===== config.mk =====
export PLATFORM = sky130hd
export DESIGN_NAME = sctr_addr_gen_flat
export DESIGN_NICKNAME = d
export VERILOG_FILES = /design/src/sv/sctr_pkg.sv /design/src/sv/sctr_if.sv /design/src/sv/sctr_addr_gen.sv /design/src/flat_wrapper.sv
export SDC_FILE = /design/constraint.sdc
export NUM_CORES = 1
export LEC_CHECK = 0
export BUFFER_PORTS_ARGS = -buffer_cell sky130_fd_sc_hd__buf_2
export CORE_ASPECT_RATIO = 0.9
export CORE_UTILIZATION = 38
export CTS_BUF_LIST = sky130_fd_sc_hd__clkbuf_8 sky130_fd_sc_hd__clkbuf_16
export DETAILED_ROUTE_END_ITERATION = 10
export PLACE_DENSITY_LB_ADDON = 0.08
export SLEW_MARGIN = 10
export SYNTH_ARGS = -nofsm -noshare
export SYNTH_HDL_FRONTEND = slang
export SYNTH_SLANG_ARGS = --single-unit

===== constraint.sdc =====
create_clock -name i_clk -period 5.7 [get_ports i_clk]
set_input_delay 0.57 -clock i_clk [delete_from_list [all_inputs] [get_ports i_clk]]
set_output_delay 0.57 -clock i_clk [all_outputs]
set_load 0.02 [all_outputs]

===== src/sv/sctr_pkg.sv =====
package sctr_pkg;

    localparam int unsigned SKIN_DEPTH = 65536;
    localparam int unsigned OUT_WIDTH  = 512;
    localparam int unsigned OUT_HEIGHT = 256;

    localparam int unsigned SKIN_AW    = $clog2(SKIN_DEPTH);
    localparam int unsigned ADDR_W     = 16;
    localparam int unsigned COLOR_W    = 32;
    localparam int unsigned TEXEL_W    = 8;
    localparam int unsigned PAL_AW     = 8;
    localparam int unsigned ROW_W      = 8;
    localparam int unsigned COL_W      = 9;
    localparam int unsigned DIM_W      = 11;
    localparam int unsigned CFG_IDX_W  = 3;
    localparam int unsigned CFG_DATA_W = 11;

    localparam int unsigned ROWPROD_W  = ROW_W + DIM_W;
    localparam int unsigned COLPROD_W  = COL_W + 1 + DIM_W;
    localparam int unsigned SIZE_W     = 2 * DIM_W;
    localparam int unsigned LIN_W      = 2 * DIM_W + 1;
    localparam int unsigned COL_DIV    = 2 * OUT_WIDTH;

    // item kinds
    localparam logic [1:0] KIND_PAL_WR  = 2'd0;
    localparam logic [1:0] KIND_SKIN_WR = 2'd1;
    localparam logic [1:0] KIND_FETCH   = 2'd2;

    // register indexes
    localparam logic [CFG_IDX_W-1:0] CFG_PLAYER_COLORS = 3'd0;
    localparam logic [CFG_IDX_W-1:0] CFG_TOP_START     = 3'd1;
    localparam logic [CFG_IDX_W-1:0] CFG_BOTTOM_START  = 3'd2;
    localparam logic [CFG_IDX_W-1:0] CFG_SKIN_WIDTH    = 3'd3;
    localparam logic [CFG_IDX_W-1:0] CFG_SKIN_HEIGHT   = 3'd4;

    typedef struct packed {
        logic [7:0]       player_colors;
        logic [7:0]       top_start;
        logic [7:0]       bottom_start;
        logic [DIM_W-1:0] skin_width;
        logic [DIM_W-1:0] skin_height;
    } t_cfg;

    typedef struct packed {
        logic               valid;
        logic [1:0]         kind;
        logic               err;
        logic [SKIN_AW-1:0] raddr;
        logic [ADDR_W-1:0]  address;
        logic [COLOR_W-1:0] color;
        logic [TEXEL_W-1:0] texel;
    } t_stage_b;

    typedef struct packed {
        logic               valid;
        logic [1:0]         kind;
        logic               err;
        logic [PAL_AW-1:0]  pal_addr;
        logic [COLOR_W-1:0] color;
    } t_stage_c;

endpackage


===== src/sv/sctr_if.sv =====
interface sctr_in_if;
    import sctr_pkg::*;
    logic               valid;
    logic               ready;
    logic [1:0]         kind;
    logic [ADDR_W-1:0]  address;
    logic [COLOR_W-1:0] palette_color;
    logic [TEXEL_W-1:0] texel;
    logic [ROW_W-1:0]   out_row;
    logic [COL_W-1:0]   out_col;

    modport source (output valid, kind, address, palette_color, texel, out_row, out_col,
                    input ready);
    modport sink (input valid, kind, address, palette_color, texel, out_row, out_col,
                  output ready);
endinterface



===== src/sv/sctr_addr_gen.sv =====
module sctr_addr_gen (
    input  logic              i_clk,
    input  logic              i_rst_n,
    input  logic              i_adv,
    input  sctr_pkg::t_cfg    i_cfg,
    sctr_in_if.sink           i_in,
    output sctr_pkg::t_stage_b o_b
);
    import sctr_pkg::*;

    logic [ROW_W-1:0]     w_row;
    logic [COL_W-1:0]     w_col;

    logic                 r_a_valid;
    logic [1:0]           r_a_kind;
    logic [ADDR_W-1:0]    r_a_address;
    logic [COLOR_W-1:0]   r_a_color;
    logic [TEXEL_W-1:0]   r_a_texel;
    logic [SIZE_W-1:0]    r_a_size;
    logic [ROWPROD_W-1:0] r_a_rowprod;
    logic [COLPROD_W-1:0] r_a_colprod;

    logic [DIM_W-1:0]     w_srow;
    logic [DIM_W-1:0]     w_scol;
    logic [SIZE_W-1:0]    w_rowbase;
    logic [LIN_W-1:0]     w_lin;
    logic                 w_err;
    t_stage_b             n_b;
    t_stage_b             r_b;

    assign i_in.ready = i_adv;

    // clamp to the output image
    always_comb begin
        w_row = (32'(i_in.out_row) > 32'(OUT_HEIGHT - 1)) ? ROW_W'(OUT_HEIGHT - 1) : i_in.out_row;
        w_col = (32'(i_in.out_col) > 32'(OUT_WIDTH - 1)) ? COL_W'(OUT_WIDTH - 1) : i_in.out_col;
    end

    always_ff @(posedge i_clk) begin
        if (!i_rst_n) begin
            r_a_valid <= 1'b0;
        end else if (i_adv) begin
            r_a_valid <= i_in.valid;
        end
    end

    always_ff @(posedge i_clk) begin
        if (i_adv) begin
            r_a_kind    <= i_in.kind;
            r_a_address <= i_in.address;
            r_a_color   <= i_in.palette_color;
            r_a_texel   <= i_in.texel;
            r_a_size    <= SIZE_W'(i_cfg.skin_width) * SIZE_W'(i_cfg.skin_height);
            r_a_rowprod <= ROWPROD_W'(w_row) * ROWPROD_W'(i_cfg.skin_height);
            r_a_colprod <= COLPROD_W'({w_col, 1'b1}) * COLPROD_W'(i_cfg.skin_width);
        end
    end

    // nearest-neighbour source address
    always_comb begin
        w_srow    = DIM_W'(r_a_rowprod / OUT_HEIGHT);
        w_scol    = DIM_W'(r_a_colprod / COL_DIV);
        w_rowbase = SIZE_W'(w_srow) * SIZE_W'(i_cfg.skin_width);
        w_lin     = LIN_W'(w_rowbase) + LIN_W'(w_scol);
        w_err     = (r_a_size[1:0] != 2'b00) || (32'(r_a_size) > SKIN_DEPTH);

        n_b         = r_b;
        n_b.valid   = r_a_valid;
        n_b.kind    = r_a_kind;
        n_b.err     = w_err;
        n_b.raddr   = (32'(w_lin) >= SKIN_DEPTH) ? '0 : SKIN_AW'(w_lin);
        n_b.address = r_a_address;
        n_b.color   = r_a_color;
        n_b.texel   = r_a_texel;
    end

    always_ff @(posedge i_clk) begin
        if (!i_rst_n) begin
            r_b.valid <= 1'b0;
        end else if (i_adv) begin
            r_b.valid   <= n_b.valid;
            r_b.kind    <= n_b.kind;
            r_b.err     <= n_b.err;
            r_b.raddr   <= n_b.raddr;
            r_b.address <= n_b.address;
            r_b.color   <= n_b.color;
            r_b.texel   <= n_b.texel;
        end
    end

    assign o_b = r_b;

endmodule


===== src/flat_wrapper.sv =====
// flat-port wrapper written by rule: the top's interface ports become plain ports
module sctr_addr_gen_flat import sctr_pkg::*;
  (i_clk, i_rst_n, i_adv, i_cfg, o_b, i_in_valid, i_in_kind, i_in_address, i_in_palette_color, i_in_texel, i_in_out_row, i_in_out_col, i_in_ready);
  sctr_in_if i_in_i ();
  input  logic i_clk;
  input  logic i_rst_n;
  input  logic i_adv;
  input  sctr_pkg::t_cfg i_cfg;
  output sctr_pkg::t_stage_b o_b;
  input wire logic [$bits(i_in_i.valid)-1:0] i_in_valid;
  input wire logic [$bits(i_in_i.kind)-1:0] i_in_kind;
  input wire logic [$bits(i_in_i.address)-1:0] i_in_address;
  input wire logic [$bits(i_in_i.palette_color)-1:0] i_in_palette_color;
  input wire logic [$bits(i_in_i.texel)-1:0] i_in_texel;
  input wire logic [$bits(i_in_i.out_row)-1:0] i_in_out_row;
  input wire logic [$bits(i_in_i.out_col)-1:0] i_in_out_col;
  output wire logic [$bits(i_in_i.ready)-1:0] i_in_ready;
  assign i_in_i.valid = i_in_valid;
  assign i_in_i.kind = i_in_kind;
  assign i_in_i.address = i_in_address;
  assign i_in_i.palette_color = i_in_palette_color;
  assign i_in_i.texel = i_in_texel;
  assign i_in_i.out_row = i_in_out_row;
  assign i_in_i.out_col = i_in_out_col;
  assign i_in_ready = i_in_i.ready;
  sctr_addr_gen u_core (.i_clk(i_clk), .i_rst_n(i_rst_n), .i_adv(i_adv), .i_cfg(i_cfg), .i_in(i_in_i), .o_b(o_b));
endmodule

==> results.yml <==
cts:
  cts_tree: "built"
  cts-buffers-inserted: 17
  clock-sinks: 179
  cts.clk_slew.worst_paths_ns: 0.09
  clk_latency_ns: 0.49
  cts_max_level: 4
  clock_path_buffers: 2
  root_buffer: "clkbuf_16"
final_layout:
  fin_area_um2: 22700
  fin_util_pct: 44.7
  area_growth_pct: 15.7
  fin_nets: 2702
  fillerInstances: 4896
  drive_gt1_share_pct: 17.1
floorplanning:
  die-width_um: 241
  die_h_um: 217
  core_region_area_um2: 50700
  num_io_pins: 202
  dieArea_um2: 52500
  rows: 78
  initial_core_util_pct: 38.7
place:
  place_ws_ns: -0.177
  io_buffers: 177
  placed_area_um2: 21900
  dp_hpwl_um: 35000
  place_congestion: 0.814
yosys:
  synth_warnings: 0
  yosys.area.top_type: "fa_1"
  syn_nets: 2470
  postSynthCellCount: 1838
  syn_avg_cell_area_um2: 10.7
  synth.top_cell.area_share_pct: 30.0
  ys_types: 57
  synth_area_leaders: "fa_1 30%, edfxtp_1 27%, ha_1 14%"
  ys_seq_area_share_pct: 27.3
  synthArstFlopShare_pct: 0
  synth_edf_count: 177
  synth_flop_cell: "edfxtp_1"
  syn_area_um2: 19600
  synth-seq-cells: 179
grt:
  grt_overflow: 0
  grt_pass1_wl_um: 72600
  antenna_found_initial: 7
  grt_max_degree: 74
  first_global_vias: 14200
  grt_use_total_pct: 17.9
timing:
  timing.fmax_ghz: 0.182
  finalMaxSlewViolations: 0
  period_needed_ns: 5.50
  worst_pin_slew_ns: 0.964
  timing.final.ws_setup_ns: 0.197
  relSlewSlack_pct: 35.7
  final_hold_viol_count: 0
  finalCritPeriodShare_pct: 96.5
  setup_viol: 0
  timing.hold.ws_ns: 0.248
  fin_skew_ns: 0.00833
setup_path:
  crit_fanout: 16
  start_kind: "flip-flop"
  end_kind: "flip-flop"
  critPathKind: "flip-flop to flip-flop"
  worstPathRequired_ns: 6.01
  arrival_ns: 5.81
drt:
  num_vias: 13000
  drtAntennaViolNets: 0
  drtIter0Drc: 576
  drt_pass1_iterations: 4
  routed_via_density: 4.69
  wl_per_cell_um: 15.4
  route.detailed.drc: 0
  routed_wl_um: 42700
hold_path:
  holdCritPathClass: "input pin to flip-flop"
job:
  cap_violations: 0
run_status:
  status: "finished, final reports clean"
-- cell type report --
type                            count  area (um^2)  area share, %
Antenna cell                        3         7.51         0.0331
Clock buffer                       17          425           1.88
Clock inverter                     15          225          0.994
Inverter                          353         1330           5.85
Multi-Input combinational cell   1226        12600           55.8
Sequential cell                   179         5360           23.6
Tap cell                          680          851           3.75
Timing Repair Buffer              293         1820           8.04
-- registers in the layout (all words and copies together), names as in the netlist --
signal	cells
u_core.r_a_texel	8
u_core.r_a_rowprod	11
u_core.r_a_color	32
u_core.r_a_valid	1
u_core.r_a_address	16
u_core.r_a_colprod	11
u_core.r_a_size	22
u_core.r_a_kind	2
u_core.o_b	76
-- critical path: stages (launching register included) --
cell and delay [ns]:
edfxtp_1 0.38, buf_4 0.17, nand2_2 0.07, fa_1 0.45, fa_1 0.51, fa_1 0.54, inv_1 0.05, fa_1 0.49
fa_1 0.41, ha_1 0.31, a211oi_2 0.27, o211ai_2 0.15, a41oi_2 0.20, buf_4 0.18, o311ai_4 0.12, a211oi_2 0.26
xor2_1 0.19, a31oi_2 0.14, buf_12 0.18, nor4_1 0.25
-- metal layers --
layer / share of wire [%] / vias to the layer above / track usage (%)
met5: 0.087 / - / 0
met3: 4.4 / 43 / 3.67
met4: 1.5 / 6 / 4.60
li1: - / 6201 / -
met2: 48 / 220 / 29.9
met1: 46 / 6512 / 23.6
-- cell usage after synthesis (2+ instances only) --
library cell  count
mux2i_1           2
a21o_1           12
nand2b_1          7
a21oi_1          31
fa_1            294
and3_1            6
nand3_1          12
o21bai_1          2
nor3_1           15
nand4_1           4
o21ai_1           3
clkbuf_1         77
o2111ai_1         2
nor2b_1           9
dfxtp_1           2
nor4_1            5
o21a_1            2
a211oi_2          2
or2_2             3
ha_1            213
xnor2_1          34
xor2_1           24
inv_1           353
nor2_1           25
nand3b_1          3
or3_1             3
nor3_2           10
o21ai_0          21
o31a_1            2
a31oi_1           4
a211oi_1          2
o211ai_1          3
and2_1          206
edfxtp_1        177
a221oi_1          2
nand2_1         242
nor3b_1           4
-- path summary, 6_finish.rpt --
check	start	endpoint	slack [ns]	depth (start not counted)
worst max register to register	u_core.r_a_rowprod[14]	u_core.o_b[63]	0.20	19
worst min-delay path	i_in_palette_color[14]	u_core.r_a_color[14]	0.25	1
worst min register to register	u_core.r_a_kind[0]	u_core.o_b[73]	0.42	0
worst max-delay path	u_core.r_a_rowprod[14]	u_core.o_b[63]	0.20	19
-- cell families (layout without fill, tap and decap cells) --
family / after synthesis / count (layout) / share of synthesized area [%]
adders and majority gates: 507 / 507 / 43.6
buffers and inverters: 433 / 678 / 8.36
and+or+nand+nor: 556 / 556 / 14.4
muxes: 2 / 2 / 0.102
other: 0 / 3 / 0
xor gates and xnor gates: 58 / 58 / 2.59
DFF: 179 / 179 / 27.3
AOI/OAI and AO/OA: 103 / 103 / 3.53
-- layout by cell type (no fill, tap or decap), types with 10 or more instances in the layout --
master and count:
edfxtp_1 177, inv_1 353, nand2_1 239, xor2_1 24, buf_2 176, xnor2_1 34, ha_1 213, fa_1 294
nor3_1 15, a21oi_1 29, and2_1 205, clkbuf_16 17, a21o_1 12, buf_4 112, nor2_1 25, nor3_2 10
nand3_1 12, o21ai_0 21
-- repair_timing --
action	4_1_cts	5_1_grt
setup buffers	2	6
resized for setup	0	10
setup endpoints to repair	1	16
hold buffers	0	0
pin swaps	0	3
-- stage by stage --
stage	setup TNS, ns	cells
global route	-0.0662	2766
finish	0	2766
CTS	0	2757
detailed placement	-1.89	2723
global placement	-1.74	2723
floorplan	0	1838
Power is left out: the tool's default activity adds up to more than one toggle a clock period on the data nets, which glitch-free logic cannot reach.
